$ cat config.mk
export PLATFORM = sky130hd
export DESIGN_NAME = ssem_mul
export DESIGN_NICKNAME = d
export VERILOG_FILES = /design/src/rtl/ssem_pkg.sv /design/src/rtl/ssem_mul.sv
export SDC_FILE = /design/constraint.sdc
export NUM_CORES = 2
export LEC_CHECK = 0
export BUFFER_PORTS_ARGS = -buffer_cell sky130_fd_sc_hd__clkbuf_2
export CAP_MARGIN = 20
export CORE_ASPECT_RATIO = 2
export CORE_UTILIZATION = 50
export CTS_CLUSTER_DIAMETER = 60
export DETAILED_ROUTE_END_ITERATION = 16
export PLACE_DENSITY = 0.67
export SKIP_LAST_GASP = 1
export SLEW_MARGIN = 5
export SYNTH_ARGS = -nofsm -noshare
export SYNTH_HDL_FRONTEND = slang
export SYNTH_SLANG_ARGS = --single-unit
$ cat constraint.sdc
create_clock -name clk -period 10.8 [get_ports clk]
set_clock_uncertainty 0.05 [all_clocks]
set_input_delay 1.08 -clock clk [delete_from_list [all_inputs] [get_ports clk]]
set_output_delay 1.08 -clock clk [all_outputs]
set_load 0.02 [all_outputs]
$ cat src/rtl/ssem_pkg.sv
// Shared types and constants of the segmented shunt energy meter.
package ssem_pkg;

  localparam int unsigned OpW    = 64;
  localparam int unsigned ProdW  = 128;
  localparam int unsigned DvdW   = 48;
  localparam int unsigned DsrW   = 24;
  localparam int unsigned IterW  = 6;

  localparam logic [1:0] RegPlusGain  = 2'd0;
  localparam logic [1:0] RegMinusGain = 2'd1;
  localparam logic [1:0] RegShunt     = 2'd2;

  localparam logic [17:0] PlusGainReset  = 18'd69475;
  localparam logic [17:0] MinusGainReset = 18'd69304;
  localparam logic [15:0] ShuntReset     = 16'd120;

  localparam logic [63:0]    MilliScale  = 64'd1000;
  localparam logic [23:0]    CountMax    = 24'hFFFFFF;

  // Divide by 4000000: drop 8 bits, then multiply by ceil(2^75 / 15625) and keep bits from 75.
  localparam logic [63:0] EnergyRecip  = 64'd2417851639229258350;
  localparam logic [60:0] EnergySatLim = 61'd2199023255552000000;

  typedef struct packed {
    logic            start;
    logic [OpW-1:0]  a;
    logic [OpW-1:0]  b;
  } mul_req_t;

  typedef struct packed {
    logic             start;
    logic [DvdW-1:0]  dividend;
    logic [DsrW-1:0]  divisor;
    logic [IterW-1:0] iters;
  } div_req_t;

endpackage

$ cat src/rtl/ssem_mul.sv
// Shared 64x64 unsigned multiplier built from one 32x32 multiplier over four passes.
module ssem_mul (
  input  logic                       clk,
  input  logic                       rst,
  input  ssem_pkg::mul_req_t         req,
  output logic                       done,
  output logic [ssem_pkg::ProdW-1:0] prod
);

  logic                      busy;
  logic [2:0]                cnt;
  logic [ssem_pkg::OpW-1:0]  a_r;
  logic [ssem_pkg::OpW-1:0]  b_r;
  logic [63:0]               pp;
  logic [1:0]                pp_sh;
  logic [31:0]               ai;
  logic [31:0]               bi;

  assign ai = cnt[0] ? a_r[63:32] : a_r[31:0];
  assign bi = cnt[1] ? b_r[63:32] : b_r[31:0];

  always_ff @(posedge clk) begin
    if (rst) begin
      busy <= 1'b0;
      cnt  <= 3'd0;
      done <= 1'b0;
    end else begin
      done <= 1'b0;
      if (req.start) begin
        busy <= 1'b1;
        cnt  <= 3'd0;
      end else if (busy) begin
        cnt <= cnt + 3'd1;
        if (cnt == 3'd4) begin
          busy <= 1'b0;
          done <= 1'b1;
        end
      end
    end
  end

  always_ff @(posedge clk) begin
    if (req.start) begin
      a_r  <= req.a;
      b_r  <= req.b;
      prod <= '0;
    end else if (busy) begin
      pp    <= ai * bi;
      pp_sh <= {1'b0, cnt[0]} + {1'b0, cnt[1]};
      if (cnt != 3'd0) begin
        prod <= prod + ({64'd0, pp} << {pp_sh, 5'd0});
      end
    end
  end

endmodule

; ---- Word level (Yosys, flattened, before mapping)
; Index checks and enable logic that the tools add are counted.
[word_totals]
regBits = 327
in_bits = 131
output_inout_bits = 129
wordCells = 27
[op_classes]
n_addsub = 3
multipliers = 1
eq_ne = 1
shift = 1
mux = 6
bitwise_logic = 2
n_reduce_logical = 5
[op_table]
columns = cell, n
row1 = adder 128 bit, 1
row2 = left shift 64 x 7 -> 128 bit, 1
row3 = multiplier 32 x 32 -> 64 bit, 1
row4 = two-way mux 32 bit, 2
row5 = two-way mux 1 bit, 4
row6 = AND reduction 2 bit, 2
row7 = "adder 3 x 1 -> 3 bit, second input constant", 1
row8 = "equality test 3 bit, second input constant", 1
row9 = nonzero test 3 bit, 1
row10 = OR reduction 3 bit, 1
row11 = adder 1 x 1 -> 2 bit, 1
row12 = NOT 1 bit, 2
row13 = OR reduction 2 bit, 1

; ---- Longest topological paths before layout
[logic_depth]
depth_word = 4
mapped_depth = 34
ltp_nobuf = 29

; ---- Worst setup path before layout
; OpenSTA, ideal clock, no wires.
[synth_timing]
path_kind = reg-to-reg
start = register cnt[1]
end = register pp[58], data pin
setup_time_ps = 260
t_arrival_ps = 8732
required_ps = 10490
slack_ps = 1758
stages_incl_launch_ff = 32
path_buffers = 4
synth_period_minus_slack_ps = 9042
cell_sequence = dfxtp_1 -> clkbuf_1 -> clkbuf_1 -> clkbuf_1 -> buf_1 -> mux2_1 -> nand2_1 -> fa_1 -> fa_1 -> fa_1 -> fa_1 -> inv_1 -> fa_1 -> inv_1 -> fa_1 -> inv_1 -> fa_1 -> inv_1 -> fa_1 -> inv_1 -> ha_1 -> and3_4 -> a221oi_2 -> o21ba_1 -> o21ai_2 -> a21oi_4 -> o22a_4 -> o31a_4 -> o41ai_4 -> a31o_4 -> a31oi_1 -> xnor2_1
[synth_between]
elab_chain_len = 2
[synth_lines]
columns = element, line_no
row1 = "start, declared", ssem_mul.sv:11  ; logic [2:0] cnt;
row2 = "start signal, assigned", ssem_mul.sv:33  ; cnt <= cnt + 3'd1;
row3 = two-way mux 32 bit, ssem_mul.sv:20  ; assign bi = cnt[1] ? b_r[63:32] : b_r[31:0];
row4 = multiplier 32 x 32 -> 64 bit, ssem_mul.sv:48  ; pp <= ai * bi;
row5 = "end signal, assigned", ssem_mul.sv:48
row6 = "end, declared", ssem_mul.sv:14  ; logic [63:0] pp;
; Every way passes these cells.
; A chain may end at the register's enable or synchronous reset.

; ---- Final worst setup path
[layout_timing]
start = register cnt[0]
end = register pp[63], data pin
[layout_between]
elab_chain_len = 2
[layout_lines]
columns = element, line_no
row1 = two-way mux 32 bit, ssem_mul.sv:19  ; assign ai = cnt[0] ? a_r[63:32] : a_r[31:0];
row2 = multiplier 32 x 32 -> 64 bit, ssem_mul.sv:48
; Every way passes these cells.

==> results.md <==
- The run finished with clean final reports.
- Setup repair after global routing left no endpoint under its margin.
- TritonCTS built the clock tree.
- Leaving out fill and tap cells, the most frequent cell in the layout is sky130_fd_sc_hd__inv_1.
- After synthesis the cells add up to 53000 sq um.
- Global routing finished with a remaining overflow of 0.
- The tool flagged a number of max-cap violations equal to 0.
- The end of the worst register-to-register path is pp[63].
- The number of max-slew violations in the final report is 0.
- Synthesis produced a netlist whose cell count is 6002.
- Leaving out fill and tap cells, the most frequent cells in the layout are 945 x sky130_fd_sc_hd__inv_1, 897 x sky130_fd_sc_hd__fa_1, 805 x sky130_fd_sc_hd__nand2_1.
- The most used flip-flop cell after synthesis is sky130_fd_sc_hd__edfxtp_1.
- Clock tree synthesis found a total of about 330 sinks.
- In this run the vertical extent of the chip is 463 microns.
- The number of global-route vias before repair came to 49969.
- The critical path required time is 11.12 ns.
- From synthesis to final layout, the design area changed by 8.96%.
- The number of cell rows is 168.
- The register bit count reported by yosys is about 330.
- The clock network latency to the later pin of the worst-skew pair is 0.63 ns.
- The actual slew at the worst max-slew pin is about 1.2 ns.
- The average size of a mapped cell is 8.84 sq um.
- The endpoint of the worst setup timing path is pp[63].
- For this block, the routed nets add up to 245000 microns of wire.
- For this run, the total global-route usage over all layers was measured as between 40% and 50%.
- Once detail routing completed, the nets flagged for antenna violations numbered 0.
- After detailed routing, the number of vias per cell comes to around 6.2.
- The initial antenna violation count is 23.
- In this run the register-to-register setup slack is 0.83 ns.
- Before antenna repair, the detailed router went through 7 iterations.
- The total clock buffers created by CTS is 35.
- The maximum fanout along the worst path is 37.
- Of the available clock period, the critical path in the final layout requires 92.3%.
- The count of unique library cells instantiated by Yosys is 99.
- The kind of capture point of the worst setup path is a flop.
- In the final design database the tool counted 7589 nets.
- For this configuration, the core starts out at a cell density of 50.6%.
- The number of flops mapped to enable cells by yosys is ~190.
- The via count is 47037.
- Clock-pin slew was measured on the worst setup and hold paths at around 0.060 ns.
- The number of instances resized during post-cts repair is 0.
- The total of hold buffers inserted after clock tree synthesis is 0.
- The startpoint type of the worst setup path is a flop.
- The multi-input combinational cell area is 40200 sq um.
- For this run, the slowest stage of the critical path takes 0.93 ns.
- Setup slack closes at 0.832 ns.
- From left edge to right edge, the die measures ~230 microns.
- The H-tree depth is 2.
- The cell sitting at the root of the clock tree is a sky130_fd_sc_hd__clkbuf_16.
- The worst setup slack before clock tree synthesis is approximately 1.1 ns.
- No sink is reached through more buffers than the 3 on the longest clock path.
- The I/O pin count is 260.
- The mean routed wirelength per cell is 32.3 microns.
- The number of design-rule violations left by the first detailed-router iteration is ~4000.
- The setup TNS is 0 ns.
- The routed design could run at a clock period as short as 9.97 ns.
- The placeable core region is between 100000 and 150000 sq um.
- For this run, the share of the core covered by cells in the final layout is 55.1%.
- The number of fill cells is 9770.
- The detailed placer's ending HPWL is 199000 microns.
- The buffer count from post-CTS setup fixing is 0.
- The number of cells on the worst reg-to-reg path is 28.
- Entering global routing, the biggest net connects 137 pins.
- The final hold violation count is 0.
- The number of warnings issued by yosys is 0.
- Static timing analysis puts the maximum clock frequency at 100 MHz.
- The launch instance of the worst register-to-register path is cnt[0].
- The worst min-delay path class is flop to flop.
- In the routed design, unresolved DRC markers number 0.
- The cell occurring most often along the worst timing path is sky130_fd_sc_hd__fa_1.
- By startpoint and endpoint, the worst setup path is classified as flop to flop.
- The area enclosed by the die boundary is 107000 sq um.
- The post-synthesis net count is around 7400.
- The weighted congestion at the end of routability-driven global placement is 1.12.
- The share of the Yosys chip area taken by registers is 16.0%.
- Headroom to the max-slew limit came out at 17.1%.
- In this run the worst setup path begins at cnt[0].
- The first global-routing pass estimated 350000 microns of wire.
- The area used by sequential logic in the layout is around 8500 sq um.
- The proportion of layout cells with a drive suffix above 1 is 10.5%.
- The signal arrival time at the worst endpoint is 10.28 ns.
- The slowest stage cell on the critical path is sky130_fd_sc_hd__mux2i_2.
- The number of buffers added on ports is about 260.
- In the synthesized netlist the async set-or-reset flop fraction comes to 0%.
- Setup violations remaining at the end of the flow were counted as 0.
-- flip-flops by register name, summed over array words and instances (netlist names) --
register / flops
pp_sh: 2
cnt: 3
done: 1
pp: 64
b_r: 64
busy: 1
a_r: 64
prod: 128
-- worst min path at each step --
stage | startpoint | endpoint | slack, ns | depth (start not counted)
floorplan | cnt[2] | done | 0.40 | 2
detailed placement | prod[49] | prod[49] | 0.42 | 2
global placement | prod[54] | prod[54] | 0.41 | 2
CTS | prod[49] | prod[49] | 0.43 | 2
global route | prod[43] | prod[43] | 0.43 | 2
finish | prod[6] | prod[6] | 0.43 | 2
-- area by class of cell --
type | instances | area share (%)
sequential | 327 | 14.7
clock inverter | 24 | 0.502
clock buffer | 40 | 1.58
tap | 1360 | 2.94
inverter | 945 | 6.14
multi-input combinational | 4436 | 69.5
timing repair buffer | 424 | 4.56
antenna | 22 | 0.0953
-- synth_stat cells (all sizes together) (9+ instances only) --
library cell	instances	area [sq um]
a211oi	21	158
a21boi	11	82.6
a21o	95	713
a21oi	350	1770
a221o	10	101
a221oi	10	106
a22o	37	324
a31oi	24	150
and2	37	231
and3	22	144
buf	40	190
clkbuf	254	955
dfxtp	133	2660
edfxtp	194	5830
fa	897	18000
ha	392	4900
inv	945	3550
mux2	64	721
mux2i	97	971
nand2	806	3030
nand2b	13	81.3
nand3	38	190
nand4	79	494
nor2	755	2840
nor2b	52	325
nor3	49	245
nor4	9	56.3
o21a	16	120
o21ai	187	940
o21bai	59	443
o31ai	15	141
or2	11	68.8
xnor2	105	920
xor2	72	631
-- metrics by stage --
step | cells | hold WS (ns) | instance area, sq um
finish | 7578 | 0.426 | 57800
global route | 7568 | 0.434 | 57800
CTS | 7548 | 0.426 | 57600
detailed placement | 7484 | 0.417 | 56400
global placement | 7483 | 0.408 | 56400
floorplan | 6002 | 0.401 | 53000
-- worst max-delay path, delay by kind of cell (launching register included) --
kind                     cells  cell delay (ns)
buffers and inverters        6             0.93
multiplexers                 1             0.93
adder cells (fa/ha/maj)      9             3.78
AND/OR/NAND/NOR              4             0.74
flip-flops                   1             0.78
AO/OA/AOI/OAI                8             2.46
-- logic make-up after synthesis --
logic type | Yosys count | synth area share, %
AND/OR/NAND/NOR | 1898 | 14.9
adder cells (fa/ha/maj) | 1289 | 43.1
buffers and inverters | 1239 | 8.85
AO/OA/AOI/OAI | 911 | 11.0
flip-flops | 327 | 16.0
XOR/XNOR | 177 | 2.92
multiplexers | 161 | 3.19
-- per-layer routing --
metal | wire length [microns] | share of wire, % | track usage (%) | vias up
li1 | - | - | - | 19529
met1 | 68900 | 28 | 41.3 | 23192
met2 | 120000 | 49 | 79.1 | 2919
met3 | 20200 | 8.3 | 13.8 | 1391
met4 | 35500 | 14 | 52.0 | 6
met5 | 38 | 0.016 | 0.735 | -
Power is left out: the tool's default activity adds up to more than one toggle a clock period on the data nets, which glitch-free logic cannot reach.
