$ cat config.mk
export PLATFORM = sky130hd
export DESIGN_NAME = ssem_div
export DESIGN_NICKNAME = d
export VERILOG_FILES = /design/src/rtl/ssem_pkg.sv /design/src/rtl/ssem_div.sv
export SDC_FILE = /design/constraint.sdc
export NUM_CORES = 1
export LEC_CHECK = 0
export ABC_AREA = 1
export BUFFER_PORTS_ARGS = -buffer_cell sky130_fd_sc_hd__buf_4
export CAP_MARGIN = 10
export CORE_ASPECT_RATIO = 1.75
export CORE_MARGIN = 10
export CORE_UTILIZATION = 44
export CTS_BUF_LIST = sky130_fd_sc_hd__clkbuf_8
export CTS_CLUSTER_SIZE = 30
export DETAILED_ROUTE_END_ITERATION = 8
export PLACE_DENSITY = 0.73
export SLEW_MARGIN = 20
export SYNTH_ARGS = -nofsm -noshare
export SYNTH_HDL_FRONTEND = slang
export SYNTH_SLANG_ARGS = --single-unit
export TNS_END_PERCENT = 50
$ cat constraint.sdc
create_clock -name clk -period 5.5 [get_ports clk]
set_input_delay 1.1 -clock clk [delete_from_list [all_inputs] [get_ports clk]]
set_output_delay 1.1 -clock clk [all_outputs]
set_load 0.01 [all_outputs]
$ cat src/rtl/ssem_pkg.sv
// Shared types and constants of the segmented shunt energy meter.
package ssem_pkg;

  localparam int unsigned OpW    = 64;
  localparam int unsigned ProdW  = 128;
  localparam int unsigned DvdW   = 48;
  localparam int unsigned DsrW   = 24;
  localparam int unsigned IterW  = 6;

  localparam logic [1:0] RegPlusGain  = 2'd0;
  localparam logic [1:0] RegMinusGain = 2'd1;
  localparam logic [1:0] RegShunt     = 2'd2;

  localparam logic [17:0] PlusGainReset  = 18'd69475;
  localparam logic [17:0] MinusGainReset = 18'd69304;
  localparam logic [15:0] ShuntReset     = 16'd120;

  localparam logic [63:0]    MilliScale  = 64'd1000;
  localparam logic [23:0]    CountMax    = 24'hFFFFFF;

  // Divide by 4000000: drop 8 bits, then multiply by ceil(2^75 / 15625) and keep bits from 75.
  localparam logic [63:0] EnergyRecip  = 64'd2417851639229258350;
  localparam logic [60:0] EnergySatLim = 61'd2199023255552000000;

  typedef struct packed {
    logic            start;
    logic [OpW-1:0]  a;
    logic [OpW-1:0]  b;
  } mul_req_t;

  typedef struct packed {
    logic             start;
    logic [DvdW-1:0]  dividend;
    logic [DsrW-1:0]  divisor;
    logic [IterW-1:0] iters;
  } div_req_t;

endpackage

$ cat src/rtl/ssem_div.sv
// Shared restoring divider, one quotient bit per cycle on a left-aligned dividend.
module ssem_div (
  input  logic                      clk,
  input  logic                      rst,
  input  ssem_pkg::div_req_t        req,
  output logic                      done,
  output logic [ssem_pkg::DvdW-1:0] quo
);

  logic                       busy;
  logic [ssem_pkg::IterW-1:0] cnt;
  logic [ssem_pkg::DsrW-1:0]  d_r;
  logic [ssem_pkg::DsrW-1:0]  rem;
  logic [ssem_pkg::DsrW:0]    t;
  logic [ssem_pkg::DsrW:0]    t_sub;
  logic                       ge;

  assign t     = {rem, quo[ssem_pkg::DvdW-1]};
  assign ge    = t >= {1'b0, d_r};
  assign t_sub = t - {1'b0, d_r};

  always_ff @(posedge clk) begin
    if (rst) begin
      busy <= 1'b0;
      cnt  <= '0;
      done <= 1'b0;
    end else begin
      done <= 1'b0;
      if (req.start) begin
        busy <= 1'b1;
        cnt  <= req.iters;
      end else if (busy) begin
        cnt <= cnt - 1'b1;
        if (cnt == 1) begin
          busy <= 1'b0;
          done <= 1'b1;
        end
      end
    end
  end

  always_ff @(posedge clk) begin
    if (req.start) begin
      quo <= req.dividend;
      rem <= '0;
      d_r <= req.divisor;
    end else if (busy) begin
      rem <= ge ? t_sub[ssem_pkg::DsrW-1:0] : t[ssem_pkg::DsrW-1:0];
      quo <= {quo[ssem_pkg::DvdW-2:0], ge};
    end
  end

endmodule

Yosys cells after proc, flatten, opt, wreduce, memory -nomap -nowiden

Index checks and enable logic that the tools add are counted.

Bits of input ports: 81
Register bits: 104
Output and inout port bits: 49
Logic and storage cells: 22

Bitwise gates (word level): 1
Reductions and logical operators: 2
Equal/unequal tests: 1
$lt $le $gt $ge: 1
$add $sub $neg: 2
Muxes and demuxes: 9

Operators with widths:

| kind                                                 | count |
|---|---|
| 2-to-1 mux 48 bit                                    | 2 |
| >= comparator 25 x 24 -> 1 bit                       | 1 |
| 2-to-1 mux 24 bit                                    | 1 |
| subtractor 24 bit                                    | 1 |
| 2-to-1 mux 6 bit                                     | 2 |
| equality test 6 x 1 -> 1 bit (second input constant) | 1 |
| subtractor 6 x 1 -> 6 bit (second input constant)    | 1 |
| 2-to-1 mux 1 bit                                     | 4 |
| OR reduction 3 bit                                   | 1 |
| nonzero test 2 bit                                   | 1 |
| NOT 1 bit                                            | 1 |

Depth between registers and ports, before layout

Gate-level depths: netlist of the first run.

Depth in word-level cells: 4
Gate-level depth with buffers: 14
Depth with buffers taken out: 14

Least setup slack after synthesis of the first run

OpenSTA, ideal clock, no wires.

Kind: input-to-reg
Start: input port req[78] in the netlist's numbering
End: register quo[0] in the netlist's numbering, enable pin
Setup time: 0.431 ns
Data arrival time: 3.003 ns
Required time: 5.069 ns
Buffers on the path: 2
Cell stages on the path: 4
Setup slack: 2.066 ns
Path through: buf_2 > nor2_1 > inv_1 > clkbuf_1

Cells in the longest elaborated chain, start to end: 1

Ends and longest elaborated chain:

| item                                | RTL line       | source |
|---|---|---|
| start: declaration                  | ssem_div.sv:5  | `input ssem_pkg::div_req_t req,` |
| nonzero test 2 bit (no source line) | -              |  |
| end signal: assignment              | ssem_div.sv:44 | `quo <= req.dividend;` |
| end signal: assignment              | ssem_div.sv:49 | `quo <= {quo[ssem_pkg::DvdW-2:0], ge};` |
| end: declaration                    | ssem_div.sv:7  | `output logic [ssem_pkg::DvdW-1:0] quo` |

No other way between the ends.
A chain may end at the register's enable or synchronous reset.

Worst setup path in the final report of the first run

Start: register d_r[12] in the netlist's numbering
End: register quo[0] in the netlist's numbering, data pin

Cells in the longest elaborated chain, start to end: 3

Ends and longest elaborated chain:

| item                           | RTL line       | source |
|---|---|---|
| start: declaration             | ssem_div.sv:12 | `logic [ssem_pkg::DsrW-1:0] d_r;` |
| start signal: assignment       | ssem_div.sv:46 | `d_r <= req.divisor;` |
| >= comparator 25 x 24 -> 1 bit | ssem_div.sv:19 | `assign ge = t >= {1'b0, d_r};` |
| 2-to-1 mux 48 bit              | ssem_div.sv:47 | `end else if (busy) begin` |
| 2-to-1 mux 48 bit              | ssem_div.sv:43 | `if (req.start) begin` |

No other way between the ends. The select of a mux whose other input is x is not followed.

==> results.md, run 1 <==
* Combinational power share at 0.177
* Crit path launch: d_r[12]$_DFFE_PP_
* CTS tree: done
* Setup WS post-layout at 2.622 ns
* Seq cells post-synth at 104
* Hold crit path type: register to register
* Starting Density at 0.4470
* Setup TNS at 0 ns
* Worst hold start: rem[22]$_SDFFE_PP0P_
* CP required at 5.63 ns
* GPL Wtd Cong at 0.9567
* Post-synth ARST share at 0
* CTS resizes at 0
* WHS Path Cells at 2
* Synth top area share at 0.3478
* Fmax at 0.3474 GHz
* DRC violation total after the first TritonRoute iteration at 330
* Post-CTS setup buffers at 0
* Maximum clock path buffer count at 2
* Via density at 4.926
* Max_cap viols at 0
* Hold WS at 0.4891 ns
* R2R Setup Slk at 2.62 ns
* Initial antenna violation count at 0
* Actual slew at the worst max-slew pin at 0.8862 ns
* WHS Endpoint: rem[22]$_SDFFE_PP0P_
* Clk network pwr share at 0.276
* YS warnings at 0
* First-pass GRT wire length at 28630 um
* FF-to-FF Start: d_r[12]$_DFFE_PP_
* Worst-path clk slew at 0.11 ns
* WS Path Type: register to register
* CTS HTree Levels at 3
* Status: completed
* Buffers on Ports at 129
* # IOs at 130
* Leakage at 3.910 nW
* Arrival time worst endpoint at 3.01 ns
* Die Y-Extent at 177.2 um
* Crit end category: register
* Total core area at 0.01391 mm^2
* Tcrit/Tclk final at 0.5234
* Largest net degree at the start of global routing at 68
* Synth Area per Inst at 7.339 um^2
* Startpoint types: register
* Fin crit period at 2.878 ns
* Post-CTS Hold Buffers at 0
* Net switching power at 0.4998 mW
* Setup WS pre-CTS at 2.606 ns
* FP Rows at 57
* Total gr overflow at 0
* Synth top area cells: edfxtp_1 35%, nand2_1 21%, dfxtp_1 10%
* EDFF count, synth at 72
* Relative slew slack at 0.4055
* Peak supply drop at 0.1421 mV
* Flop pwr share at 0.547
* Die Span X at 109.9 um
* CP max stage cell: a21oi_4
* Reg2reg end: quo[0]$_DFFE_PP_
* Area Growth Syn to Fin at 20.91%
* Drt wl/cell at 15.41 um
* GRT Total Usage at 0.1858
* Layout Skew at 0.01377 ns
* Main synth FF type: edfxtp_1
* Vias in the first global route at 5991
* Hpwl dp at 13810 um
* Final Max Slew Viols at 0
* CP max stage delay at 0.62 ns
* Worst-Skew Late Latency at 0.38 ns
* Final setup violation count at 0
* Cell area after synthesis at 0.006216 mm^2
* Final WL at 17720 um
* Register area share after synthesis at 0.4509
* DRT Pass-1 Iters at 4
* Syn Nets at 955
* Crit-path cells: inv_1 > ha_1 > nand2_1 > inv_1 > nand2_1 > nand2_1 > nand2_1 > nand2_1 > a21oi_4 > nand3_4 > nand2_1 > nand2_1
* Cts bufs inserted at 9
* Ant. Diodes at 0
* Cell seen most often among critical-path stages: nand2_1
* Switching portion of total power at 0.2918
* RSZ-0062 raised after global routing: no
* DRC viols at 0
* Synth cell count leaders: 353 x nand2_1, 147 x inv_1, 72 x edfxtp_1
* Pint at 1.213 mW
* Synth area leader: edfxtp_1
* Critical path's top delay family: simple AND/OR/NAND/NOR gates
* Root buffer cell: clkbuf_8
* Share of cells above drive strength 1 at 0.1686
* Cells on worst reg2reg path at 12
* Count leader, synth: nand2_1
* Pwr Density at 227.9 mW/mm^2
* Count of final hold-check violations at 0
* Cell count after synthesis at 847
* Number of distinct library cells after synthesis at 31
* Worst-path fanout max at 25
* Final #Nets at 1076
* CP Buf/Inv Count at 2
* Antenna-violating nets left at 0
* Sink Count at 104
* Vias post-DR at 5665
* DIE AREA at 0.01947 mm^2
-- state kept, by name (all words and copies together) (netlist names) --
name	count
cnt	6
busy	1
quo	48
rem	24
done	1
d_r	24
-- cell type report --
cell class	count	area (um^2)
Inverter	149	559.3
Fill cell	1377	6391
Sequential cell	104	2803
Clock buffer	9	123.9
Tap cell	177	221.5
Timing Repair Buffer	133	998.5
Clock inverter	7	66.31
Multi-Input combinational cell	571	2744
-- power groups by stage --
stage | clock [mW] | combinational (mW) | sequential (mW)
after floorplan | 0 | 0.136 | 0.966
after global placement | 0 | 0.306 | 0.953
after detailed placement | 0 | 0.307 | 0.953
after CTS | 0.486 | 0.307 | 0.938
after global routing | 0.515 | 0.339 | 0.944
final | 0.473 | 0.303 | 0.937
-- routing by layer --
| layer | global-route usage | wire, um |
|---|---|---|
| met1 | 0.1893 | 6408 |
| met2 | 0.3115 | 8887 |
| met3 | 0.06893 | 1469 |
| met4 | 0.1127 | 955 |
| met5 | 0 | 0 |
-- worst max path at each step --
| stage | to | slack [ns] | cells after the start |
|---|---|---|---|
| final | quo[0]$_DFFE_PP_ | 2.62 | 12 |
| after global routing | rem[0]$_SDFFE_PP0P_ | 2.37 | 11 |
| after CTS | quo[0]$_DFFE_PP_ | 2.61 | 12 |
| after detailed placement | rem[1]$_SDFFE_PP0P_ | 2.61 | 6 |
| after global placement | cnt[4]$_SDFFE_PP0P_ | 2.65 | 8 |
| after floorplan | quo[0]$_DFFE_PP_ | 2.07 | 4 |
-- layout by cell type, fill, tap and decap left out, types with 2 or more instances in the layout --
cell,instances
xnor2_1,9
a21oi_1,14
o21bai_1,2
o21ai_0,12
nor2_2,3
nor2_1,37
xor2_1,2
nor3_1,4
dfxtp_1,32
buf_4,133
ha_1,26
nand2_2,2
clkbuf_8,9
inv_1,147
nand3_1,54
a31oi_1,3
nand3_2,7
inv_6,2
clkinv_1,2
nand2_1,353
edfxtp_1,72
clkinv_4,2
o21ai_1,6
nand4_1,30
-- worst min-delay path, delay by kind of cell, from the launching register on --
family	cells	cell delay (ns)
flops	1	0.34
simple gates	2	0.11
-- kinds of logic (layout without fill, tap and decap cells) --
| family | count (synthesis) | in the layout | share of synthesized area |
|---|---|---|---|
| flip-flops | 104 | 104 | 0.4509 |
| buffers and inverters | 172 | 298 | 0.1077 |
| AND/OR/NAND/NOR | 494 | 494 | 0.3353 |
| AO/OA/AOI/OAI | 39 | 39 | 0.03503 |
| adder cells (fa/ha/maj) | 27 | 27 | 0.05556 |
| XOR/XNOR | 11 | 11 | 0.01550 |
-- through the flow --
step | instance area, um^2 | instances | total power, mW | utilization
floorplan | 6216 | 847 | 1.102 | -
global placement | 7326 | 1134 | 1.259 | 0.5268
detailed placement | 7326 | 1134 | 1.260 | 0.5268
CTS | 7516 | 1150 | 1.731 | 0.5404
global route | 7516 | 1150 | 1.798 | 0.5404
finish | 7516 | 1150 | 1.713 | 0.5404
(Power assumes the default switching activity.)
==> run 2, diff against run 1 <==
==> constraint.sdc (replaced) <==
create_clock -name clk -period 3 [get_ports clk]
set_input_delay 0.6 -clock clk [delete_from_list [all_inputs] [get_ports clk]]
set_output_delay 0.6 -clock clk [all_outputs]
set_load 0.01 [all_outputs]
==> run 2 against run 1 <==
First-iteration DRC count decreased by 29%. Clock power rose by 92%. Final cell count increased by 0.43%.
==> results.md, run 2 (synthesized netlist as in run 1, its figures left out) <==
* DRC viols at 0 (unchanged)
* Count of final hold-check violations at 0 (unchanged)
* CTS HTree Levels at 3 (unchanged)
* # fillers at 1409 (+2.3%)
* FP Rows at 57 (unchanged)
* Via density at 5.000 (+1.5%)
* Tcrit/Tclk final at 0.7425 (+0.2191)
* # IOs at 130 (unchanged)
* CP required at 3.29 ns (-2.34 ns)
* Hold WS at 0.3759 ns (-0.1132 ns)
* Final setup violation count at 0 (unchanged)
* Hold crit path type: input port to register
* Starting Density at 0.4470 (unchanged)
* CP max stage delay at 0.37 ns (-0.25 ns)
* Sink Count at 104 (unchanged)
* Total core area at 0.01391 mm^2 (unchanged)
* Die Y-Extent at 177.2 um (unchanged)
* DIE AREA at 0.01947 mm^2 (unchanged)
* Post-CTS Hold Buffers at 0 (unchanged)
* Initial antenna violation count at 0 (unchanged)
* Top flop regs: quo (48), d_r (24), rem (24)
* Die Span X at 109.9 um (unchanged)
* Vias post-DR at 5775 (+1.9%)
* Crit-path cells: inv_1 > ha_1 > nand2_1 > nor2_2 > nand2_1 > nor3_2 > nand2_2 > nand3_4 > nand3_2 > nand3_1 > nand2_1
* Reg with most FFs: quo
* Fin crit period at 2.228 ns (-0.6510 ns)
* Buffers on Ports at 129 (unchanged)
* Final Max Slew Viols at 0 (unchanged)
* Worst-Skew Late Latency at 0.39 ns (about the same)
* DRT Pass-1 Iters at 4 (unchanged)
* Ant. Diodes at 0 (unchanged)
* Cell seen most often among critical-path stages: nand2_1
* First-pass GRT wire length at 28970 um (+1.2%)
* Final WL at 18190 um (+2.6%)
* Cts bufs inserted at 9 (unchanged)
* Drt wl/cell at 15.75 um (+2.2%)
* Worst-path clk slew at 0.12 ns (about the same)
* RSZ-0062 raised after global routing: no
* CTS resizes at 0 (unchanged)
* Relative slew slack at 0.4052 (about the same)
* Actual slew at the worst max-slew pin at 0.8922 ns (+0.005924 ns)
* Leakage at 3.942 nW (+0.81%)
* Most frequent cells in the layout: 353 x nand2_1, 146 x inv_1, 137 x buf_4
* Largest net degree at the start of global routing at 79 (+16%)
* Max reg flops at 48 (unchanged)
* CP max stage cell: ha_1
* Total gr overflow at 0 (unchanged)
* Crit end category: register
* Setup TNS at 0 ns (unchanged)
* DRC violation total after the first TritonRoute iteration at 233 (-29%)
* Vias in the first global route at 6116 (+2.1%)
* Status: completed
* Final #Nets at 1081 (+0.46%)
* Antenna-violating nets left at 0 (unchanged)
* Fmax at 0.4489 GHz (+29%)
* Worst-path fanout max at 25 (unchanged)
* WS Path Type: register to register
* GPL Wtd Cong at 1.013 (+5.9%)
* Post-CTS setup buffers at 0 (unchanged)
* Commonest non-fill, non-tap cell in the layout: nand2_1
* Area Growth Syn to Fin at 21.96%
* GRT Total Usage at 0.1890 (+0.003177)
* Root buffer cell: clkbuf_8
* Max_cap viols at 0 (unchanged)
* Pwr Density at 420.3 mW/mm^2 (+84%)
* Startpoint types: register
* Peak supply drop at 0.2942 mV (+110%)
* Maximum clock path buffer count at 2 (unchanged)
* Share of cells above drive strength 1 at 0.1738 (+0.005273)
* CTS tree: done
* Hpwl dp at 13990 um (+1.3%)
* Layout Skew at 0.01890 ns (+0.005131 ns)
* Arrival time worst endpoint at 2.52 ns (-0.49 ns)
-- run 2: layout make-up --
type | count | area (um^2) | area share
Clock inverter | 6 | 67.56 | 0.008912
Inverter | 149 | 559.3 | 0.07377
Sequential cell | 104 | 2803 | 0.3697
Multi-Input combinational cell | 571 | 2744 | 0.3619
Clock buffer | 10 | 137.6 | 0.01815
Tap cell | 177 | 221.5 | 0.02921
Timing Repair Buffer | 138 | 1049 | 0.1383
-- run 2: where the power goes --
group / internal (mW) / switching (mW)
registers: 1.66 / 0.0579
logic: 0.246 / 0.313
clock network: 0.350 / 0.560
-- run 2: worst paths after layout --
kind,start,to,slack [ns],depth (start not counted)
worst max-delay path,d_r[11]$_DFFE_PP_,rem[18]$_SDFFE_PP0P_,0.77,11
worst min-delay path,req[12],d_r[6]$_DFFE_PP_,0.38,1
worst max register to register,d_r[11]$_DFFE_PP_,rem[18]$_SDFFE_PP0P_,0.77,11
worst min register to register,rem[20]$_SDFFE_PP0P_,rem[20]$_SDFFE_PP0P_,0.48,2
-- run 2: worst max-delay path: cells and delay by family (launching register included) --
family        cells  cell delay, ns
flops             1            0.35
buf+inv           1            0.04
fa+ha+maj         1            0.37
simple gates      9            1.37
-- run 2: stage by stage --
| step | instances | util | setup WS (ns) | total power [mW] | area (um^2) |
|---|---|---|---|---|---|
| after detailed placement | 1139 | 0.5304 | 0.7799 | 2.314 | 7376 |
| after CTS | 1155 | 0.5451 | 0.7451 | 3.222 | 7581 |
| after floorplan | 847 | - | 0.06570 | 2.020 | 6216 |
| after global placement | 1139 | 0.5304 | 0.7784 | 2.307 | 7376 |
| after global routing | 1155 | 0.5451 | 0.5504 | 3.338 | 7581 |
| final | 1155 | 0.5451 | 0.7725 | 3.186 | 7581 |
-- run 2: metal layers --
metal / vias up / wire [um] / global-route usage / share of wire
li1: 2919 / - / - / -
met5: - / 0 / 0 / 0
met1: 2578 / 6500 / 0.1877 / 0.36
met4: 0 / 907 / 0.1040 / 0.050
met2: 214 / 9203 / 0.3274 / 0.51
met3: 64 / 1576 / 0.06966 / 0.087
